### config.mk
export PLATFORM = sky130hd
export DESIGN_NAME = srms_ctrl
export DESIGN_NICKNAME = d
export VERILOG_FILES = /design/src/hdl/srms_pkg.sv /design/src/hdl/srms_ctrl.sv
export SDC_FILE = /design/constraint.sdc
export NUM_CORES = 1
export LEC_CHECK = 0
export ABC_AREA = 1
export ABC_CLOCK_PERIOD_IN_PS = 12050
export BUFFER_PORTS_ARGS = -buffer_cell sky130_fd_sc_hd__buf_2
export CORE_MARGIN = 3
export CORE_UTILIZATION = 53
export DETAILED_ROUTE_END_ITERATION = 7
export HOLD_SLACK_MARGIN = 0.1
export PLACE_DENSITY = 0.87
export SETUP_SLACK_MARGIN = 0.05
export SLEW_MARGIN = 20
export SYNTH_ARGS = -nofsm -noshare
export SYNTH_HDL_FRONTEND = slang
export SYNTH_SLANG_ARGS = --single-unit
### constraint.sdc
create_clock -name clk -period 12.05 [get_ports clk]
set_input_delay 2.41 -clock clk [delete_from_list [all_inputs] [get_ports clk]]
set_output_delay 2.41 -clock clk [all_outputs]
set_load 0.05 [all_outputs]
### src/hdl/srms_pkg.sv
// Shared constants, codes and types of the sorted range membership search.
`timescale 1ns / 1ps

package srms_pkg;

    // Table geometry
    localparam int MAX_RANGES = 256;
    localparam int NUM_W      = 31;
    localparam int ENTRY_W    = 2 * NUM_W;
    localparam int CNT_W      = $clog2(MAX_RANGES + 1);
    localparam int ADDR_W     = (MAX_RANGES > 1) ? $clog2(MAX_RANGES) : 1;
    localparam int MODE_W     = 2;

    // Item modes
    localparam logic [MODE_W-1:0] MODE_APPEND = 2'd0;
    localparam logic [MODE_W-1:0] MODE_QUERY  = 2'd1;
    localparam logic [MODE_W-1:0] MODE_CLEAR  = 2'd2;

    typedef logic [NUM_W-1:0] num_t;
    typedef logic [CNT_W-1:0] cnt_t;
    typedef logic [ADDR_W-1:0] addr_t;

    // Result handed from the controller to the output register
    typedef struct packed {
        logic valid;
        logic hit;
        logic status;
    } res_t;

endpackage

### src/hdl/srms_ctrl.sv
// Controller: entry count, appends, clears and the binary search over the range RAM.
`timescale 1ns / 1ps

module srms_ctrl
    import srms_pkg::*;
(
    input  logic               clk,
    input  logic               rst_n,
    input  logic               req_valid,
    output logic               req_ready,
    input  logic [MODE_W-1:0]  req_mode,
    input  num_t               req_first,
    input  num_t               req_last,
    input  num_t               req_chunk,
    input  logic               out_free,
    output res_t               res,
    output logic               wr_en,
    output addr_t              wr_addr,
    output logic [ENTRY_W-1:0] wr_data,
    output addr_t              rd_addr,
    input  logic [ENTRY_W-1:0] rd_data
);

    typedef enum logic [1:0] {
        S_IDLE,
        S_SEARCH,
        S_DONE
    } state_t;

    state_t state_reg, state_next;
    cnt_t   count_reg, count_next;
    cnt_t   lo_reg, lo_next;
    cnt_t   hi_reg, hi_next;
    cnt_t   mid_reg, mid_next;
    num_t   q_reg, q_next;
    logic   hit_reg, hit_next;

    logic               accept;
    num_t               probe_first;
    num_t               probe_last;
    logic               below;
    logic               match;
    cnt_t               lo_s;
    cnt_t               hi_s;
    logic [CNT_W:0]     sum_s;

    assign req_ready = (state_reg == S_IDLE) && out_free;
    assign accept    = req_valid && req_ready;

    // Compare the probed entry and narrow the window
    assign probe_first = rd_data[ENTRY_W-1:NUM_W];
    assign probe_last  = rd_data[NUM_W-1:0];
    assign below       = probe_last < q_reg;
    assign match       = !below && (probe_first <= q_reg);
    assign lo_s        = below ? (mid_reg + cnt_t'(1)) : lo_reg;
    assign hi_s        = below ? hi_reg : mid_reg;
    assign sum_s       = {1'b0, lo_s} + {1'b0, hi_s};

    assign wr_addr = count_reg[ADDR_W-1:0];
    assign wr_data = {req_first, req_last};

    always_comb
    begin
        state_next = state_reg;
        count_next = count_reg;
        lo_next    = lo_reg;
        hi_next    = hi_reg;
        mid_next   = mid_reg;
        q_next     = q_reg;
        hit_next   = hit_reg;
        wr_en      = 1'b0;
        res        = '0;
        case (state_reg)
            S_IDLE:
            begin
                if (accept)
                begin
                    res.valid = 1'b1;
                    case (req_mode)
                        MODE_APPEND:
                        begin
                            if (count_reg < cnt_t'(MAX_RANGES))
                            begin
                                wr_en      = 1'b1;
                                count_next = count_reg + cnt_t'(1);
                            end
                            else
                            begin
                                res.status = 1'b1;
                            end
                        end
                        MODE_QUERY:
                        begin
                            q_next  = req_chunk;
                            lo_next = '0;
                            hi_next = count_reg;
                            // First probe at the middle of the whole table
                            mid_next = count_reg >> 1;
                            if (count_reg != '0)
                            begin
                                res.valid  = 1'b0;
                                state_next = S_SEARCH;
                            end
                        end
                        MODE_CLEAR:
                        begin
                            count_next = '0;
                        end
                        default:
                        begin
                            res.valid = 1'b1;
                        end
                    endcase
                end
            end
            S_SEARCH:
            begin
                lo_next  = lo_s;
                hi_next  = hi_s;
                mid_next = sum_s[CNT_W:1];
                if (match)
                begin
                    hit_next   = 1'b1;
                    state_next = S_DONE;
                end
                else if (lo_s >= hi_s)
                begin
                    hit_next   = 1'b0;
                    state_next = S_DONE;
                end
            end
            S_DONE:
            begin
                if (out_free)
                begin
                    res.valid  = 1'b1;
                    res.hit    = hit_reg;
                    state_next = S_IDLE;
                end
            end
            default:
            begin
                state_next = S_IDLE;
            end
        endcase
    end

    // Probe address follows the next midpoint
    assign rd_addr = mid_next[ADDR_W-1:0];

    always_ff @(posedge clk or negedge rst_n)
    begin
        if (!rst_n)
        begin
            state_reg <= S_IDLE;
            count_reg <= '0;
            hit_reg   <= 1'b0;
        end
        else
        begin
            state_reg <= state_next;
            count_reg <= count_next;
            hit_reg   <= hit_next;
        end
    end

    // Search window and key need no reset
    always_ff @(posedge clk)
    begin
        lo_reg  <= lo_next;
        hi_reg  <= hi_next;
        mid_reg <= mid_next;
        q_reg   <= q_next;
    end

endmodule

==> impl_metrics.yaml, run 1 <==
run_status:
  status: "finished clean"
sta:
  post-route-min-period_ps: 8390
  setup_tns_ps: 0
  worst_slack_ps: 3660
  slew_headroom_pct: 44.4
  rsz0062_at_grt: "no"
  finalSetupViolCount: 0
  finalMaxSlewViolations: 0
  skew_ps: 10.7
  fmax_mhz: 119
  fin_crit_sh_pct: 69.6
  tightestPinTransition_ps: 833
  hold_viol: 0
power:
  power_w: 0.00103
  leakagePower_nw: 3.22
  net-switching-power_w: 0.000449
  p_comb_share_pct: 45.1
  clockPowerShare_pct: 22.2
  power_density_nw_per_um2: 166
  ir_drop_mv: 0.124
  swShare_pct: 43.8
  power_frac_seq_pct: 32.7
  p_int_w: 0.000577
routing:
  vias: 4789
  drt_iter0_drc: 288
  viasPerCell: 5.29
  drt-total-wl_um: 13300
  avgRoutedWirePerCell_um: 14.7
  dr.pass1.iters: 5
  route.detailed.drc: 0
  drtAntennaViolNets: 0
hold_path:
  holdPathStages: 2
  holdPathEnd: "hit_reg"
  holdCritStartpoint: "hit_reg"
  min_path_type: "flip-flop to flip-flop"
die:
  dieArea_um2: 12200
  row_count: 37
  fp.dieH_um: 111
  core-area_um2: 10500
  die_w_um: 111
  num_io_pins: 244
  start_util_pct: 55.4
clock_network:
  path_clk_slew_ps: 70
  postCtsSetupBuffers: 0
  cts_buffer_depth: 2
  cts_sinks: 70
  htreeDepth: 3
  cts_hold_buffers: 0
  cts_buffers: 9
  clock_latency_ps: 350
  cts_tree: "yes"
  post_cts_resized: 0
  cts_root_buf: "clkbuf_8"
layout:
  seqCellArea_um2: 1960
  num_antenna_cells: 0
  drive_gt1_share_pct: 19.4
  multiInputGateArea_um2: 2780
  area_delta_synth_final_pct: 6.74
  largest_reg_flops: 31
  nets: 1009
  fill_cells: 929
setup_path:
  crit_arrival_ps: 5980
  ff2ff_path_depth: 23
  worstSetupEndpointType: "output port"
  crit_start: "rd_data[22]"
  timing.rr.start: "q_reg[5]"
  r2r_setup_slack_ps: 8220
  critPathRequiredTime_ps: 9640
  r2r-end: "hit_reg"
  path_class: "input pin to output port"
  cp_max_fo: 34
  critPathLaunchType: "input pin"
synth:
  ys_async_sr_fraction_pct: 17.1
  syn_area_per_cell_um2: 8.05
  yosysWarnings: 0
  synth_area_leaders: "edfxtp_1, ha_1, buf_4"
  yosysTopAreaCell: "edfxtp_1"
  synth_top_area_share_pct: 25.9
  synth-edff-count: 50
  syn-num-nets: 964
  synth_area_um2: 5800
  synthDistinctLibCells: 40
  yosys_register_bits: 70
  syn_inst: 720
  ys.flop_type: "edfxtp_1"
  ys_seq_area_share_pct: 33.9
  yosys-top-cells-count: "nand2_1, inv_1, ha_1"
  yosys.cell_count.top_type: "nand2_1"
global_route:
  grt_max_degree: 41
  grt_pass1_wl_um: 21700
  grt_antenna_before_repair: 0
  overflow: 0
  grtUsageTotal_pct: 21.6
  first_global_vias: 4626
place:
  place_ws_ps: 3720
  gp_congestion: 0.901
  port_buffers: 119
  hpwl_um: 10400
run:
  maxCapViolCount: 0
## per-layer routing
metal,global-route usage (%),vias up,share of wire [%]
met5,0,-,0
met4,6.65,0,2.1
met3,5.64,26,7.4
met2,36.1,209,47
met1,27.3,2181,43
li1,-,2373,-
## per-stage QoR
| stage | hold WS, ps | utilization (%) | std cells | instance area (µm²) |
|---|---|---|---|---|
| floorplan | 442 | - | 720 | 5800 |
| global placement | 462 | 56.9 | 890 | 5950 |
| detailed placement | 466 | 56.9 | 890 | 5950 |
| CTS | 483 | 59.1 | 906 | 6190 |
| global route | 537 | 59.1 | 906 | 6190 |
| finish | 488 | 59.1 | 906 | 6190 |
## cell type report
| cell class | instances | area share [%] |
|---|---|---|
| sequential | 70 | 31.7 |
| inverter | 114 | 6.94 |
| clock buffer | 9 | 2.00 |
| tap | 136 | 2.75 |
| timing repair buffer | 121 | 9.87 |
| clock inverter | 7 | 1.82 |
| multi-input combinational | 449 | 44.9 |
## critical path, cell delays in order
cell and delay (ps):
buf_2 100, ha_1 280, nand2_1 70, nor2_1 160, nand4_1 120, nor2_1 110, nand2_1 70, nand2_2 440
inv_1 190, nand2_1 130, nand2_1 90, ha_1 410, a21oi_1 170, nand2_1 100, inv_1 70, nor2_1 50
o21ai_0 230, nand2_1 110, a21oi_1 120, o21ai_0 110, o211ai_1 120, buf_2 310
## power groups by stage
stage | registers [W] | logic [W] | clock network (W)
global route | 0.000340 | 0.000515 | 0.000239
global placement | 0.000339 | 0.000444 | 0
finish | 0.000336 | 0.000463 | 0.000228
detailed placement | 0.000340 | 0.000452 | 0
floorplan | 0.000326 | 0.000434 | 0
CTS | 0.000335 | 0.000460 | 0.000231
## cells by family after synthesis
| family | share of synthesized area, % |
|---|---|
| flip-flops | 33.9 |
| adder cells (fa/ha/maj) | 18.0 |
| XOR/XNOR | 0.907 |
| AND/OR/NAND/NOR | 18.2 |
| AO/OA/AOI/OAI | 10.7 |
| buffers and inverters | 18.3 |
## cell usage in the layout, fill, tap and decap left out, types with 4 or more instances in the layout
cell / count
nand4_1: 9
nand3_1: 19
o21ai_0: 33
nor3_1: 9
inv_1: 112
ha_1: 82
nand2_2: 4
dfxtp_1: 8
o21ai_1: 12
nor2_1: 48
a21oi_1: 50
clkbuf_8: 9
xor2_1: 6
edfxtp_1: 50
buf_2: 119
nand2_1: 148
dfrtp_1: 12
o211ai_1: 5
## worst max-delay path by stage
stage	to	slack [ps]
floorplan	rd_addr[5]	4560
global placement	rd_addr[5]	3800
detailed placement	rd_addr[5]	3720
CTS	rd_addr[5]	3720
global route	rd_addr[4]	3230
finish	rd_addr[4]	3660
Note: power is estimated with default switching activity, not from simulation.
==> run 2, diff against run 1 <==
--- a/config.mk
+++ b/config.mk
@@ -6,13 +6,13 @@
 export NUM_CORES = 1
 export LEC_CHECK = 0
 export ABC_AREA = 1
-export ABC_CLOCK_PERIOD_IN_PS = 12050
+export ABC_CLOCK_PERIOD_IN_PS = 7100
 export BUFFER_PORTS_ARGS = -buffer_cell sky130_fd_sc_hd__buf_2
 export CORE_MARGIN = 3
-export CORE_UTILIZATION = 53
+export CORE_UTILIZATION = 45
 export DETAILED_ROUTE_END_ITERATION = 7
 export HOLD_SLACK_MARGIN = 0.1
-export PLACE_DENSITY = 0.87
+export PLACE_DENSITY = 0.79
 export SETUP_SLACK_MARGIN = 0.05
 export SLEW_MARGIN = 20
 export SYNTH_ARGS = -nofsm -noshare
==> constraint.sdc (replaced) <==
create_clock -name clk -period 7.1 [get_ports clk]
set_input_delay 1.42 -clock clk [delete_from_list [all_inputs] [get_ports clk]]
set_output_delay 1.42 -clock clk [all_outputs]
set_load 0.05 [all_outputs]
==> run 2 against run 1 <==
Worst setup slack got worse by 2900 ps. Clock skew decreased by 3.7 ps. Count of clock-buffer cells in the layout increased by 1. Critical path type unchanged. Critical endpoint is now rd_addr[5]. Critical path depth increased by 1. Worst hold slack got worse by 13 ps. Die area increased by 17%. Highest routed layer unchanged.
==> impl_metrics.yaml, run 2 (synthesized netlist as in run 1, its figures left out) <==
run_status:
  status: "finished clean"
hold_path:
  min_path_type: "flip-flop to flip-flop"
  holdPathStages: 2
  holdPathEnd: "hit_reg"
  holdCritStartpoint: "hit_reg"
layout:
  final_common_cell: "nand2_1"
  nets: 1009
  drive_gt1_share_pct: 19.4
  final_util_pct: 51.4
  num_antenna_cells: 0
  area_delta_synth_final_pct: 9.20
  fill_cells: 1187
  final_cell_mix: "nand2_1, buf_2, inv_1"
  finalInstanceArea_um2: 6330
  largest_reg_flops: 31
global_route:
  grtUsageMet3_pct: 5.27
  use_met2_pct: 30.4
  grt_max_degree: 41
  grtUsageTotal_pct: 18.4
  busiest_layer: "met2"
  grt_use_met1_pct: 23.4
  grt_antenna_before_repair: 0
  first_global_vias: 4607
  grt_pass1_wl_um: 21300
  overflow: 0
die:
  die_w_um: 119
  core-area_um2: 12300
  fp.dieH_um: 119
  start_util_pct: 47.1
  row_count: 40
  dieArea_um2: 14300
  num_io_pins: 244
clock_network:
  clock_latency_ps: 330
  cts_sinks: 70
  cts_buffer_depth: 2
  path_clk_slew_ps: 60
  cts_hold_buffers: 0
  postCtsSetupBuffers: 0
  cts_buffers: 9
  htreeDepth: 3
  cts_root_buf: "clkbuf_16"
  cts_tree: "yes"
  post_cts_resized: 0
sta:
  finalSetupViolCount: 0
  hold_viol: 0
  rsz0062_at_grt: "no"
  setup_tns_ps: 0
  fmax_mhz: 157
  skew_ps: 7.04
  tightestPinTransition_ps: 899
  post-route-min-period_ps: 6360
  fin_crit_sh_pct: 89.6
  worst_slack_ps: 739
  finalMaxSlewViolations: 0
  slew_headroom_pct: 40.0
setup_path:
  cpPeakStageDelay_ps: 430
  path_buf_inv: 3
  crit_top_cell: "nand2_1"
  ff2ff_path_depth: 24
  worstPathCellList: "buf_2, ha_1, nand2_1, nor2_1, nand2_1, nor2_1, nand2_1, nand2_2, inv_1, nand2_1, nand2_1, ha_1, fa_1, a21oi_1, o21ai_1, nand2_1, nand2_1, a21oi_1, nor2_1, nor2_1, nand2_1, nand3_1, buf_2"
  crit_arrival_ps: 4940
  r2r-end: "hit_reg"
  cp_max_fo: 34
  critPathLaunchType: "input pin"
  crit_family: "simple AND/OR/NAND/NOR gates"
  timing.rr.start: "q_reg[16]"
  r2r_setup_slack_ps: 3280
  worstSetupEndpointType: "output port"
  critPathSlowestCell: "nand2_2"
  crit_start: "rd_data[30]"
  critPathRequiredTime_ps: 5680
  path_class: "input pin to output port"
place:
  hpwl_um: 10400
  port_buffers: 119
  place_ws_ps: 724
  placed_cell_area_um2: 5990
  gp_congestion: 0.892
power:
  power_w: 0.00187
  ir_drop_mv: 0.179
  leakagePower_nw: 3.27
  power_density_nw_per_um2: 295
routing:
  drtAntennaViolNets: 0
  drt_iter0_drc: 240
  avgRoutedWirePerCell_um: 13.9
  viasPerCell: 4.97
  route.detailed.drc: 0
  drt-total-wl_um: 13000
  dr.pass1.iters: 5
  vias: 4660
run:
  maxCapViolCount: 0
## run 2: changes by cell type in the layout (fill, tap and decap cells not counted)
cell,before,now
clkinvlp_4,2,1
clkbuf_8,9,0
clkinv_4,0,1
clkinv_1,3,2
clkbuf_16,0,9
clkbuf_1,0,1
## run 2: cell type report
class                   count  area (µm²)  share of cell area (%)
clock inverters             6         110                    1.74
flip-flops and latches     70        1960                    31.0
repair buffers            121         611                    9.65
well taps                 168         210                    3.32
clock buffers              10         229                    3.62
inverters                 114         429                    6.78
multi-input cells         449        2780                    43.9
## run 2: worst max-delay path by stage
| stage | endpoint | cells after the start |
|---|---|---|
| floorplan | rd_addr[5] | 20 |
| global placement | rd_addr[5] | 23 |
| detailed placement | rd_addr[5] | 23 |
| CTS | rd_addr[5] | 23 |
| global route | rd_addr[5] | 23 |
| finish | rd_addr[5] | 23 |
## run 2: layer usage
| metal | vias up | wire, µm |
|---|---|---|
| li1 | 2369 | - |
| met1 | 2076 | 5830 |
| met2 | 199 | 5920 |
| met3 | 16 | 1110 |
| met4 | 0 | 153 |
| met5 | - | 0 |
## run 2: tightest hold or removal path: cells and delay by family, from the launching register on
kind,cells,cell delay [ps]
simple gates,2,100
flops,1,340
## run 2: where the power goes
group	internal (W)	switching [W]	total (W)	leakage, nW
combinational	0.000241	0.000541	0.000781	2.42
sequential	0.000509	0.0000625	0.000572	0.691
clock	0.000343	0.000170	0.000513	0.160
total	0.00109	0.000773	0.00187	3.27
## run 2: per-stage QoR
| stage | cells | hold WS (ps) |
|---|---|---|
| 3_5_place_dp | 922 | 462 |
| 2_1_floorplan | 720 | 442 |
| 3_3_place_gp | 922 | 465 |
| 5_1_grt | 938 | 527 |
| 6_report | 938 | 475 |
| 4_1_cts | 938 | 477 |
==> run 3, diff against run 2 <==
--- a/config.mk
+++ b/config.mk
@@ -6,13 +6,13 @@
 export NUM_CORES = 1
 export LEC_CHECK = 0
 export ABC_AREA = 1
-export ABC_CLOCK_PERIOD_IN_PS = 7100
+export ABC_CLOCK_PERIOD_IN_PS = 5900
 export BUFFER_PORTS_ARGS = -buffer_cell sky130_fd_sc_hd__buf_2
 export CORE_MARGIN = 3
-export CORE_UTILIZATION = 45
+export CORE_UTILIZATION = 49
 export DETAILED_ROUTE_END_ITERATION = 7
 export HOLD_SLACK_MARGIN = 0.1
-export PLACE_DENSITY = 0.79
+export PLACE_DENSITY = 0.82
 export SETUP_SLACK_MARGIN = 0.05
 export SLEW_MARGIN = 20
 export SYNTH_ARGS = -nofsm -noshare
==> constraint.sdc (replaced) <==
create_clock -name clk -period 5.9 [get_ports clk]
set_input_delay 1.18 -clock clk [delete_from_list [all_inputs] [get_ports clk]]
set_output_delay 1.18 -clock clk [all_outputs]
set_load 0.05 [all_outputs]
==> run 3 against run 2 <==
Sequential cell count is the same. Cell area shrank 0.81%. Routed wire length shrank 0.55%. Largest power group unchanged. Highest routed layer unchanged.
==> impl_metrics.yaml, run 3 (synthesized netlist as in run 1, its figures left out) <==
run_status:
  status: "finished clean"
setup_path:
  path_class: "input pin to output port"
  worstPathCellList: "buf_2, ha_1, nand2_1, nor2_1, nand4_1, nor2_1, nand2_1, nand2_4, buf_4, nand2_1, nand2_1, ha_1, a21oi_1, nand2_1, inv_1, nor2_1, o21ai_0, nand2_1, a21oi_1, o21ai_0, o211ai_1, buf_4"
  critPathSlowestCell: "ha_1"
  timing.rr.start: "q_reg[22]"
  cpPeakStageDelay_ps: 320
  crit_start: "rd_data[22]"
  cp_max_fo: 22
  critPathRequiredTime_ps: 4720
  crit_arrival_ps: 4370
  worstSetupEndpointType: "output port"
  crit_top_cell: "nand2_1"
  critPathLaunchType: "input pin"
layout:
  final_cell_mix: "nand2_1, buf_2, inv_1"
  fill_cells: 1055
  nets: 1012
  final_common_cell: "nand2_1"
  num_antenna_cells: 0
  largest_reg_flops: 31
  area_delta_synth_final_pct: 8.31
  drive_gt1_share_pct: 19.4
place:
  gp_congestion: 0.964
  hpwl_um: 10400
  place_ws_ps: 287
  port_buffers: 119
power:
  ir_drop_mv: 0.413
  power_density_nw_per_um2: 342
  leakagePower_nw: 3.26
global_route:
  busiest_layer: "met2"
  first_global_vias: 4386
  grt_max_degree: 27
  grtUsageMet3_pct: 5.79
  overflow: 0
  grtUsageTotal_pct: 19.5
  grt_pass1_wl_um: 20400
  use_met2_pct: 32.6
  grt_antenna_before_repair: 0
  grt_use_met1_pct: 24.7
die:
  fp.dieH_um: 115
  num_io_pins: 244
  start_util_pct: 50.5
  core-area_um2: 11500
  dieArea_um2: 13200
  die_w_um: 115
  row_count: 39
sta:
  post-route-min-period_ps: 5550
  slew_headroom_pct: 65.0
  finalMaxSlewViolations: 0
  hold_viol: 0
  worst_slack_ps: 346
  finalSetupViolCount: 0
  setup_tns_ps: 0
  skew_ps: 5.60
  rsz0062_at_grt: "no"
  fin_crit_sh_pct: 94.1
  tightestPinTransition_ps: 525
  fmax_mhz: 180
clock_network:
  cts_sinks: 70
  cts_buffers: 9
  clock_latency_ps: 330
  path_clk_slew_ps: 50
  cts_hold_buffers: 0
  cts_buffer_depth: 2
  cts_tree: "yes"
  cts_root_buf: "clkbuf_16"
  htreeDepth: 3
routing:
  viasPerCell: 5.06
  vias: 4639
  route.detailed.drc: 0
  dr.pass1.iters: 5
  drt_iter0_drc: 223
  avgRoutedWirePerCell_um: 14.1
  drtAntennaViolNets: 0
  drt-total-wl_um: 12900
run:
  maxCapViolCount: 0
hold_path:
  holdCritStartpoint: "hit_reg"
  min_path_type: "flip-flop to flip-flop"
## run 3: cell count changes in the layout (fill, tap and decap cells not counted), moves of 2 or more
cell | before | now
buf_4 | 2 | 6
clkbuf_1 | 1 | 5
bufinv_16 | 3 | 0
buf_2 | 119 | 117
o21ai_0 | 33 | 31
o21ai_1 | 12 | 14
## run 3: timing repair
item | in CTS | in global routing
endpoints found under the setup margin | 0 | 3
setup buffers | 0 | 0
gates resized for setup | 0 | 7
endpoints found under the hold margin | 0 | 0
## run 3: routing by layer
layer | vias to the layer above | share of wire [%]
met3 | 20 | 8.6
met4 | 0 | 1.5
li1 | 2372 | -
met5 | - | 0
met2 | 188 | 46
met1 | 2059 | 44
## run 3: path summary, 6_finish.rpt
path / slack (ps) / depth (start not counted) / to
worst max-delay path: 350 / 22 / rd_addr[4]
worst min-delay path: 490 / 2 / hit_reg
worst max register to register: 2420 / 22 / hit_reg
worst min register to register: 490 / 2 / hit_reg
max in group asynchronous: 4960 / 1 / hit_reg
min in group asynchronous: 720 / 1 / count_reg[7]
## run 3: power by group
part | internal (W) | leakage [nW] | total, W | switching (W)
clock | 0.000323 | 0.136 | 0.000516 | 0.000193
sequential | 0.000612 | 0.691 | 0.000686 | 0.0000737
combinational | 0.000299 | 2.43 | 0.000942 | 0.000643
## run 3: metrics by stage
| stage | util [%] | instances | hold slack, ps | total power (W) | area, µm² |
|---|---|---|---|---|---|
| floorplan | - | 720 | 442 | 0.00155 | 5800 |
| global route | 54.7 | 916 | 536 | 0.00229 | 6280 |
| detailed placement | 52.2 | 900 | 467 | 0.00162 | 5980 |
| global placement | 52.2 | 900 | 464 | 0.00160 | 5980 |
| CTS | 54.6 | 916 | 490 | 0.00214 | 6260 |
| finish | 54.7 | 916 | 492 | 0.00214 | 6280 |
## run 3: layout make-up
type | count | area (µm²) | share of cell area [%]
multi-input cells | 449 | 2790 | 44.4
flip-flops and latches | 70 | 1960 | 31.3
repair buffers | 124 | 638 | 10.2
inverters | 114 | 429 | 6.84
clock buffers | 16 | 283 | 4.50
well taps | 143 | 179 | 2.85
## run 3: worst max-delay path: cells and delay by family
| kind | cells | cell delay (ps) |
|---|---|---|
| and+or+nand+nor | 11 | 1190 |
| buffers and inverters | 4 | 680 |
| AOI/OAI and AO/OA | 5 | 730 |
| adders and majority gates | 2 | 600 |
